--- config.mk ---
export PLATFORM = sky130hd
export DESIGN_NAME = char_lcd_nibble_write_sequencer_core
export DESIGN_NICKNAME = d
export VERILOG_FILES = /design/src/clnws_pkg.sv /design/src/clnws_front.sv /design/src/clnws_back.sv /design/src/char_lcd_nibble_write_sequencer_core.sv
export SDC_FILE = /design/constraint.sdc
export NUM_CORES = 1
export LEC_CHECK = 0
export ABC_AREA = 1
export BUFFER_PORTS_ARGS = -buffer_cell sky130_fd_sc_hd__buf_2
export CAP_MARGIN = 20
export CELL_PAD_IN_SITES_DETAIL_PLACEMENT = 1
export CELL_PAD_IN_SITES_GLOBAL_PLACEMENT = 1
export CORE_UTILIZATION = 34
export CTS_CLUSTER_SIZE = 10
export DETAILED_ROUTE_END_ITERATION = 8
export PLACE_DENSITY = 0.77
export SYNTH_ARGS = -nofsm -noshare
export SYNTH_HDL_FRONTEND = slang
export SYNTH_SLANG_ARGS = --single-unit
--- constraint.sdc ---
create_clock -name clk -period 3.2 [get_ports clk]
set_input_delay 0.8 -clock clk [delete_from_list [all_inputs] [get_ports clk]]
set_output_delay 0.8 -clock clk [all_outputs]
set_load 0.03 [all_outputs]
--- src/clnws_pkg.sv ---
// shared types and constants for the character lcd nibble write sequencer
// no dependencies; imported by the front, back and top level modules
`timescale 1ns / 1ps

package clnws_pkg;

  // request function codes (input tuser)
  typedef enum logic [1:0] {
    FUNC_CMD    = 2'd0,
    FUNC_DATA   = 2'd1,
    FUNC_INIT   = 2'd2,
    FUNC_CURSOR = 2'd3
  } func_t;

  // work kinds carried from front to back
  typedef enum logic {
    KIND_BYTE = 1'b0,
    KIND_INIT = 1'b1
  } kind_t;

  // one queued job: a two-nibble byte write or the full init sequence
  typedef struct packed {
    kind_t      kind;
    logic       rs;
    logic [7:0] data;
  } job_t;

  // init command bytes held in configuration registers
  typedef struct packed {
    logic [7:0] function_set;
    logic [7:0] display_control;
    logic [7:0] entry_mode;
  } init_cfg_t;

  // configuration register indexes
  localparam logic [1:0] REG_FUNCTION_SET    = 2'd0;
  localparam logic [1:0] REG_DISPLAY_CONTROL = 2'd1;
  localparam logic [1:0] REG_ENTRY_MODE      = 2'd2;

  localparam logic [7:0] FUNCTION_SET_RST    = 8'h28;
  localparam logic [7:0] DISPLAY_CONTROL_RST = 8'h0E;
  localparam logic [7:0] ENTRY_MODE_RST      = 8'h06;

  // fixed commands and cursor addressing
  localparam logic [7:0] CMD_CLEAR      = 8'h01;
  localparam logic [7:0] CMD_SET_DDRAM  = 8'h80;
  localparam logic [7:0] ROW1_OFFSET    = 8'h40;
  localparam logic [7:0] MAX_COLUMN     = 8'd40;

  // init preamble nibbles and waits
  localparam logic [3:0] NIB_WAKE       = 4'h3;
  localparam logic [3:0] NIB_4BIT       = 4'h2;
  localparam logic [7:0] WAIT_POWER_UP  = 8'd39;
  localparam logic [7:0] WAIT_WAKE_LONG = 8'd4;
  localparam logic [7:0] WAIT_WAKE_SHORT = 8'd1;
  localparam logic [7:0] WAIT_INIT_CMD  = 8'd249;

  // pulse count of the init sequence and job queue depth
  localparam int INIT_PULSES  = 14;
  localparam int QUEUE_DEPTH  = 4;

endpackage

--- src/clnws_front.sv ---
// front end: classifies requests into byte or init jobs and queues them
// depends on clnws_pkg
`timescale 1ns / 1ps

module clnws_front (
  input  logic               clk,
  input  logic               rst_n,
  // request channel
  input  logic               in_tvalid,
  output logic               in_tready,
  input  logic [15:0]        in_tdata,   // value[7:0], row[8], zero pad
  input  logic [1:0]         in_tuser,   // func[1:0]
  // job queue head
  output logic               q_valid,
  output clnws_pkg::job_t    q_job,
  input  logic               q_pop
);
  import clnws_pkg::*;

  localparam int PTR_W = $clog2(QUEUE_DEPTH);
  localparam int CNT_W = $clog2(QUEUE_DEPTH + 1);

  job_t             mem_r [QUEUE_DEPTH];
  logic [PTR_W-1:0] wr_ptr_r, wr_ptr_nxt;
  logic [PTR_W-1:0] rd_ptr_r, rd_ptr_nxt;
  logic [CNT_W-1:0] count_r, count_nxt;

  func_t      func;
  logic [7:0] value;
  logic       row;
  job_t       job;
  logic       keep;
  logic       push;

  assign func  = func_t'(in_tuser);
  assign value = in_tdata[7:0];
  assign row   = in_tdata[8];

  // classify the request
  always_comb begin
    job  = '{kind: KIND_BYTE, rs: 1'b0, data: value};
    keep = 1'b1;
    case (func)
      FUNC_CMD:  job.rs = 1'b0;
      FUNC_DATA: job.rs = 1'b1;
      FUNC_INIT: job.kind = KIND_INIT;
      FUNC_CURSOR: begin
        job.data = value | CMD_SET_DDRAM | (row ? ROW1_OFFSET : 8'h00);
        keep     = (value < MAX_COLUMN);
      end
      default: keep = 1'b0;
    endcase
  end

  // queue pointers and fill count
  assign in_tready = (count_r != CNT_W'(QUEUE_DEPTH));
  assign push      = in_tvalid && in_tready && keep;
  assign q_valid   = (count_r != '0);
  assign q_job     = mem_r[rd_ptr_r];

  always_comb begin
    wr_ptr_nxt = push  ? wr_ptr_r + PTR_W'(1) : wr_ptr_r;
    rd_ptr_nxt = q_pop ? rd_ptr_r + PTR_W'(1) : rd_ptr_r;
    count_nxt  = count_r + CNT_W'(push) - CNT_W'(q_pop);
  end

  always_ff @(posedge clk) begin
    if (!rst_n) begin
      wr_ptr_r <= '0;
      rd_ptr_r <= '0;
      count_r  <= '0;
    end else begin
      wr_ptr_r <= wr_ptr_nxt;
      rd_ptr_r <= rd_ptr_nxt;
      count_r  <= count_nxt;
    end
  end

  // job storage
  always_ff @(posedge clk) begin
    if (push) begin
      mem_r[wr_ptr_r] <= job;
    end
  end

endmodule

--- src/clnws_back.sv ---
// back end: steps through the pulses of the head job into an output register
// depends on clnws_pkg
`timescale 1ns / 1ps

module clnws_back (
  input  logic                  clk,
  input  logic                  rst_n,
  input  clnws_pkg::init_cfg_t  cfg,
  // job queue head
  input  logic                  q_valid,
  input  clnws_pkg::job_t       q_job,
  output logic                  q_pop,
  // pulse channel
  output logic                  out_tvalid,
  input  logic                  out_tready,
  output logic [31:0]           out_tdata,  // nibble[3:0], wait_before[11:4],
                                            // high_units[19:12], wait_after[27:20],
                                            // zero pad
  output logic                  out_tuser,  // reg_select[0]
  output logic                  out_tlast
);
  import clnws_pkg::*;

  localparam int STEP_W = 4;

  logic [STEP_W-1:0] step_r, step_nxt;
  logic              out_valid_r, out_valid_nxt;
  logic [27:0]       pulse_r;
  logic              rs_r;
  logic              last_r;

  logic              load;
  logic              last_pulse;
  logic [STEP_W-1:0] cmd_idx;
  logic [7:0]        byte_sel;
  logic              rs;
  logic [3:0]        nib;
  logic [7:0]        pre_wait, high, after;

  // pick the byte for the current pulse
  always_comb begin
    cmd_idx  = step_r - STEP_W'(4);
    byte_sel = q_job.data;
    if (q_job.kind == KIND_INIT) begin
      case (cmd_idx[3:1])
        3'd0:    byte_sel = cfg.function_set;
        3'd1:    byte_sel = cfg.display_control;
        3'd2:    byte_sel = CMD_CLEAR;
        3'd3:    byte_sel = cfg.entry_mode;
        default: byte_sel = CMD_SET_DDRAM;
      endcase
    end
  end

  // pulse fields for the current step
  always_comb begin
    rs       = 1'b0;
    nib      = byte_sel[7:4];
    pre_wait = 8'd0;
    high     = 8'd1;
    after    = 8'd0;
    if (q_job.kind == KIND_BYTE) begin
      rs         = q_job.rs;
      last_pulse = (step_r == STEP_W'(1));
      if (step_r[0]) nib = byte_sel[3:0];
    end else begin
      last_pulse = (step_r == STEP_W'(INIT_PULSES - 1));
      case (step_r)
        4'd0: begin
          nib = NIB_WAKE; high = 8'd0; pre_wait = WAIT_POWER_UP; after = WAIT_WAKE_LONG;
        end
        4'd1: begin
          nib = NIB_WAKE; high = 8'd0; after = WAIT_WAKE_LONG;
        end
        4'd2: begin
          nib = NIB_WAKE; high = 8'd0; after = WAIT_WAKE_SHORT;
        end
        4'd3: begin
          nib = NIB_4BIT; high = 8'd0;
        end
        default: begin
          if (cmd_idx[0]) begin
            nib   = byte_sel[3:0];
            after = WAIT_INIT_CMD;
          end
        end
      endcase
    end
  end

  // advance when the output register is free or being drained
  assign load  = q_valid && (!out_valid_r || out_tready);
  assign q_pop = load && last_pulse;

  always_comb begin
    step_nxt      = step_r;
    out_valid_nxt = out_valid_r;
    if (load) begin
      step_nxt      = last_pulse ? '0 : step_r + STEP_W'(1);
      out_valid_nxt = 1'b1;
    end else if (out_tready) begin
      out_valid_nxt = 1'b0;
    end
  end

  always_ff @(posedge clk) begin
    if (!rst_n) begin
      step_r      <= '0;
      out_valid_r <= 1'b0;
    end else begin
      step_r      <= step_nxt;
      out_valid_r <= out_valid_nxt;
    end
  end

  // output payload
  always_ff @(posedge clk) begin
    if (load) begin
      pulse_r <= {after, high, pre_wait, nib};
      rs_r    <= rs;
      last_r  <= last_pulse;
    end
  end

  assign out_tvalid = out_valid_r;
  assign out_tdata  = {4'b0000, pulse_r};
  assign out_tuser  = rs_r;
  assign out_tlast  = last_r;

  // a byte job never goes past its second pulse
  a_byte_steps: assert property (@(posedge clk) disable iff (!rst_n)
    (q_valid && q_job.kind == KIND_BYTE) |-> (step_r <= STEP_W'(1)))
    else $error("byte job step out of range");

  // the step counter restarts after the final pulse of a job
  a_step_restart: assert property (@(posedge clk) disable iff (!rst_n)
    q_pop |=> (step_r == '0))
    else $error("step counter not cleared after job");

  // the final pulse of a job is flagged last on the output
  a_last_flag: assert property (@(posedge clk) disable iff (!rst_n)
    q_pop |=> (out_tvalid && out_tlast))
    else $error("job end not marked last");

endmodule

--- src/char_lcd_nibble_write_sequencer_core.sv ---
// top level: configuration registers, request front end and pulse back end
// depends on clnws_pkg, clnws_front, clnws_back
// the first pulse of an accepted request passes from the job queue into the back end's output register
// throughput: one pulse beat per cycle while out_tready is high; a byte request gives two pulses and
//   init gives fourteen, stepped by the back end's pulse step counter
// a four-entry job queue lets requests be taken while pulses are still draining
// a cursor move at or beyond column 40 gives no pulses
// reset (rst_n low, synchronous) empties the queue and restores the init bytes
`timescale 1ns / 1ps

module char_lcd_nibble_write_sequencer_core (
  input  logic        clk,
  input  logic        rst_n,
  // configuration write port
  input  logic        cfg_we,
  input  logic [1:0]  cfg_index,
  input  logic [7:0]  cfg_wdata,
  // request channel
  input  logic        in_tvalid,
  output logic        in_tready,
  input  logic [15:0] in_tdata,   // value[7:0], row[8], zero pad
  input  logic [1:0]  in_tuser,   // func[1:0]
  // pulse channel
  output logic        out_tvalid,
  input  logic        out_tready,
  output logic [31:0] out_tdata,  // nibble[3:0], wait_before[11:4], high_units[19:12],
                                  // wait_after[27:20], zero pad
  output logic        out_tuser,  // reg_select[0]
  output logic        out_tlast
);
  import clnws_pkg::*;

  init_cfg_t cfg_r, cfg_nxt;
  logic      q_valid;
  job_t      q_job;
  logic      q_pop;

  // configuration registers; unused index is ignored
  always_comb begin
    cfg_nxt = cfg_r;
    if (cfg_we) begin
      case (cfg_index)
        REG_FUNCTION_SET:    cfg_nxt.function_set    = cfg_wdata;
        REG_DISPLAY_CONTROL: cfg_nxt.display_control = cfg_wdata;
        REG_ENTRY_MODE:      cfg_nxt.entry_mode      = cfg_wdata;
        default:             cfg_nxt = cfg_r;
      endcase
    end
  end

  always_ff @(posedge clk) begin
    if (!rst_n) begin
      cfg_r <= '{function_set: FUNCTION_SET_RST, display_control: DISPLAY_CONTROL_RST,
                 entry_mode: ENTRY_MODE_RST};
    end else begin
      cfg_r <= cfg_nxt;
    end
  end

  clnws_front u_front (
    .clk       (clk),
    .rst_n     (rst_n),
    .in_tvalid (in_tvalid),
    .in_tready (in_tready),
    .in_tdata  (in_tdata),
    .in_tuser  (in_tuser),
    .q_valid   (q_valid),
    .q_job     (q_job),
    .q_pop     (q_pop)
  );

  clnws_back u_back (
    .clk        (clk),
    .rst_n      (rst_n),
    .cfg        (cfg_r),
    .q_valid    (q_valid),
    .q_job      (q_job),
    .q_pop      (q_pop),
    .out_tvalid (out_tvalid),
    .out_tready (out_tready),
    .out_tdata  (out_tdata),
    .out_tuser  (out_tuser),
    .out_tlast  (out_tlast)
  );

endmodule

# == Word-level counts from Yosys, hierarchy flattened ==
# Memories as Yosys holds them, arrays and structs flattened. A register that Yosys moved wholly into a read port is not among the register bits.
# Index checks and enable logic that the tools add are counted.
# totals
n_memories,1
word_cells,74
reg_bits,66
output_inout_bits,36
ram_bits,40
# op_classes
addsub,6
mux,23
order_cmp,1
n_eq_ne,13
bitwise,1
reduce_logical,17
# mem_list
name,words,width,read_ports,rd_clocked_by_memory_dff,wr,line_no,text
u_front.mem_r,4,10,1,1,1,clnws_front.sv:23,job_t mem_r [QUEUE_DEPTH];
# op_table
operator,count
$pmux 8 s4,1
$mux 8,3
$pmux 8 s3,1
$mux 4,4
$mux 1,9
$eq 4x2->1 const B,2
$lt 8x6->1 const B,1
$or 8x8->8,1
$pmux 4 s2,1
$mux 7,1
$eq 2x2->1 const B,3
$eq 3x2->1 const B,2
$mux 6,1
$reduce_and 2->1,3
$add 2x1->2 const B,2
$add 4x1->4 const B,1
$eq 2x1->1 const B,2
$eq 4x1->1 const B,1
$eq 4x4->1 const B,1
$logic_and 1x1->1,4
$logic_not 4->1,1
$mux 2,2
$reduce_or 4->1,1
$sub 4x3->4 const B,1
12 further kinds,12

# == Logic depth before layout (Yosys ltp) ==
# depth
word_depth,7
mapped_depth,18
mapped_depth_nobuf,17

# == Modules after synthesis ==
# Synthesis repeated with hierarchy kept, for this count alone.
# hier_totals
cells_unflattened,483
area_unflattened_um2,4252.8
# by_module_without_submodules
mod,instances,cells_per_inst,seq_area_each_um2,area_per_inst_um2
clnws_front,1,167,1381.3,2003.2
clnws_back,1,173,430.4,1248.7
char_lcd_nibble_write_sequencer_core,1,143,480.5,1001.0

# == Least setup slack after synthesis ==
# No wires, ideal clock.
# synth_timing
kind,input port to flip-flop
startpoint,input port out_tready
endpoint,register u_front.count_r[2]
cell_stages,12
n_path_buf,0
path_slack_ps,710
setup_ps,70
arrival_time_ps,2420
path_cell_list,o21ai_1 -> inv_2 -> nand2_4 -> inv_1 -> ha_1 -> inv_1 -> ha_1 -> inv_1 -> fa_1 -> inv_1 -> o21ai_0 -> a21oi_1
# synth_between
elab_chain_cells,4
# synth_lines
item,line_no,text
from (decl),char_lcd_nibble_write_sequencer_core.sv:25,"input logic out_tready,"
$logic_or 1x1->1,clnws_back.sv:92,assign load = q_valid && (!out_valid_r || out_tready);
$logic_and 1x1->1,clnws_back.sv:92,
named net u_back.load,clnws_back.sv:32,logic load;
$logic_and 1x1->1,clnws_back.sv:93,assign q_pop = load && last_pulse;
named net q_pop,char_lcd_nibble_write_sequencer_core.sv:36,logic q_pop;
$sub 3x1->3,clnws_front.sv:64,count_nxt = count_r + CNT_W'(push) - CNT_W'(q_pop);
to (signal assigned),clnws_front.sv:75,count_r <= count_nxt;
to (decl),clnws_front.sv:26,"logic [CNT_W-1:0] count_r, count_nxt;"
# The timed path passes the listed nets, and every way through them passes these cells.
# A chain may end at the register's enable or synchronous reset.

==> flow_summary.toml <==
[synthesis]
synth_seq_cells = 89
synth_top_area_share = 0.367
synth-async-reset-ratio = 0
ys_top_cells_by_area = "edfxtp_1 (37%), dfxtp_1 (18%), nand2_1 (7.3%), nor2_1 (7.1%), o21ai_0 (4.8%)"
yosysTopAreaCell = "edfxtp_1"
synth.distinct_cells = 34
seq_area_frac_synth = 0.550
yosys_warnings = 0
synthCells = 453
synth_most_common_cell = "nand2_1"
synth-main-ff-cell = "edfxtp_1"
synth-edff-count = 51
synth_commonest_cells = "nand2_1 (81), nor2_1 (79), edfxtp_1 (51)"
synthesis.area_mm2 = 0.00417
syn_area_per_cell_um2 = 9.21

[die]
ioPinCount = 69
std_cell_rows = 40
fp.dieW_um = 113
die-area_mm2 = 0.0127
core_area_mm2 = 0.0120
initial_utilization = 0.349
die_h_um = 113

[cts]
insertion_delay_ns = 0.34
clkTransAtPathRegs_ns = 0.07
hold_buffers = 0
post_cts_resize_count = 0
cts_made_buffers = 9
ctsHtreeMaxLevel = 3
clock-sinks = 89
cts_buffer_depth = 2
cts_tree = "yes"
root_buffer = "clkbuf_16"
cts_setup_buffers = 0

[timing]
rsz0062_at_grt = "false"
finClkSkew_ns = 0.00680
tightestPinTransition_ns = 0.667
max_slew_margin = 0.553
setup-violations-final = 0
max_freq_ghz = 0.375
fin_tns_setup_ns = 0
setup_ws_ns = 0.535
fin_crit_ns = 2.66
min_period_over_period = 0.833
drv_slew = 0
hold_violations = 0

[power_and_ir_drop]
p_sw_frac = 0.375
vdd_drop_max_v = 0.000308
p_leak_nw = 2.06
seq_power_share = 0.424
internal-power_mw = 2.28
power_density_mw_per_mm2 = 770
p_switching_mw = 1.37
power_frac_clock = 0.269
power_frac_comb = 0.307

[detailed_routing]
drc = 0
drtPass1Iterations = 6
viasPerCell = 4.77
wl_um = 9590
detail-route-antenna-nets = 0
drtIter0Drc = 112
wl_per_cell_um = 14.7
vias = 3108

[status]
outcome = "completed"

[grt]
grt_max_degree = 33
grt_overflow = 0
grt_pass1_vias = 3210
track_usage = 0.162
antenna_found_initial = 0
grt_pass1_wl_um = 15600

[worst_setup_path]
required_ns = 3.47
cp.arrival_ns = 2.94
path_max_fanout = 20
cp-end-kind = "register"
crit_path_start_kind = "register"
critPathKind = "reg -> reg"

[cells_and_area]
fin_nets = 545
antenna_cells = 0
syn_to_final_growth_pct = 13.4
regArea_mm2 = 0.00229
multi_input_area_mm2 = 0.00152
drive_above_1_share = 0.187
n_fill_cell = 1386

[place]
gp_congestion = 0.731
portBuffers = 45
dp_hpwl_um = 6930
pre_cts_slack_ns = 0.350

[job]
drv_cap = 0

[min_path]
hold_class = "reg -> reg"
[final timing paths]
check / from / to / slack (ns) / cells past startpoint
setup / recovery: register / u_front.count_r[2]$_SDFF_PN0_ / 0.54 / 16
hold / removal: cfg_r[10]$_SDFFE_PN1P_ / cfg_r[10]$_SDFFE_PN1P_ / 0.46 / 2
setup reg to reg: register / u_front.count_r[2]$_SDFF_PN0_ / 0.54 / 16
hold reg to reg: cfg_r[10]$_SDFFE_PN1P_ / cfg_r[10]$_SDFFE_PN1P_ / 0.46 / 2
[layer usage]
layer | wire, um | vias to the layer above | global-route usage | share of wire
met3 | 266 | 12 | 0.0343 | 0.028
met1 | 4150 | 1502 | 0.186 | 0.43
met4 | 167 | 0 | 0.0711 | 0.017
met5 | 0 | - | 0 | 0
li1 | - | 1536 | - | -
met2 | 5010 | 58 | 0.290 | 0.52
[cell families (layout without fill, tap and decap cells)]
| kind of cell | after synthesis | after routing | share of synthesized area |
|---|---|---|---|
| buffers and inverters | 75 | 111 | 0.0984 |
| adders and majority gates | 13 | 13 | 0.0408 |
| other | 1 | 16 | 0.000899 |
| AOI/OAI and AO/OA | 57 | 57 | 0.0714 |
| xor gates and xnor gates | 4 | 4 | 0.00840 |
| DFF | 89 | 89 | 0.550 |
| and+or+nand+nor | 214 | 214 | 0.230 |
[placed cells by master, fill, tap and decap left out, types with 6 or more instances in the layout]
cell	instances
buf_4	9
nor2_1	79
clkbuf_16	9
buf_2	45
conb_1	16
nand4_1	7
a21oi_1	8
ha_1	12
nand3_1	26
dfxtp_1	38
nand2_1	81
inv_1	35
o22ai_1	6
o21ai_0	40
nand2_2	7
edfxtp_1	51
[sequential cells by signal (all words and copies together), names as in the netlist, 2 cells and up, named ones only]
register          cells
cfg_r                24
u_back.pulse_r        9
u_back.step_r         4
u_front.count_r       3
u_front.mem_r        40
u_front.rd_ptr_r      2
u_front.wr_ptr_r      2
[worst max-delay path: stages (launching register included)]
cell     delay, ns
dfxtp_1       0.32
inv_2         0.29
nand2_1       0.13
nand3_1       0.10
nand2_2       0.18
nand3_1       0.18
nand2_4       0.08
nand2_4       0.08
inv_1         0.05
ha_1          0.28
inv_1         0.05
ha_1          0.13
inv_1         0.05
fa_1          0.36
inv_1         0.08
o21ai_0       0.10
a21oi_1       0.15
[through the flow]
stage	util	instance area (um^2)	hold slack [ns]	total power, mW	std cells
floorplan	-	4230	0.429	2.43	468
global placement	0.372	4450	0.445	2.64	635
detailed placement	0.372	4450	0.452	2.70	635
CTS	0.395	4730	0.466	3.69	651
global route	0.395	4730	0.495	3.86	651
finish	0.395	4730	0.459	3.64	651
[power groups by stage]
stage / combinational (mW) / sequential (mW) / clock, mW
after floorplan: 0.725 / 1.70 / 0
after global placement: 1.07 / 1.56 / 0
after detailed placement: 1.13 / 1.57 / 0
after CTS: 1.13 / 1.55 / 1.01
after global routing: 1.23 / 1.56 / 1.06
final: 1.12 / 1.55 / 0.981
[area by class of cell]
type,count,share of cell area
clock buffers,10,0.0484
flip-flops and latches,89,0.485
inverters,41,0.0336
clock inverters,6,0.0103
well taps,147,0.0389
multi-input cells,304,0.322
repair buffers,54,0.0619
(Power assumes the default switching activity.)
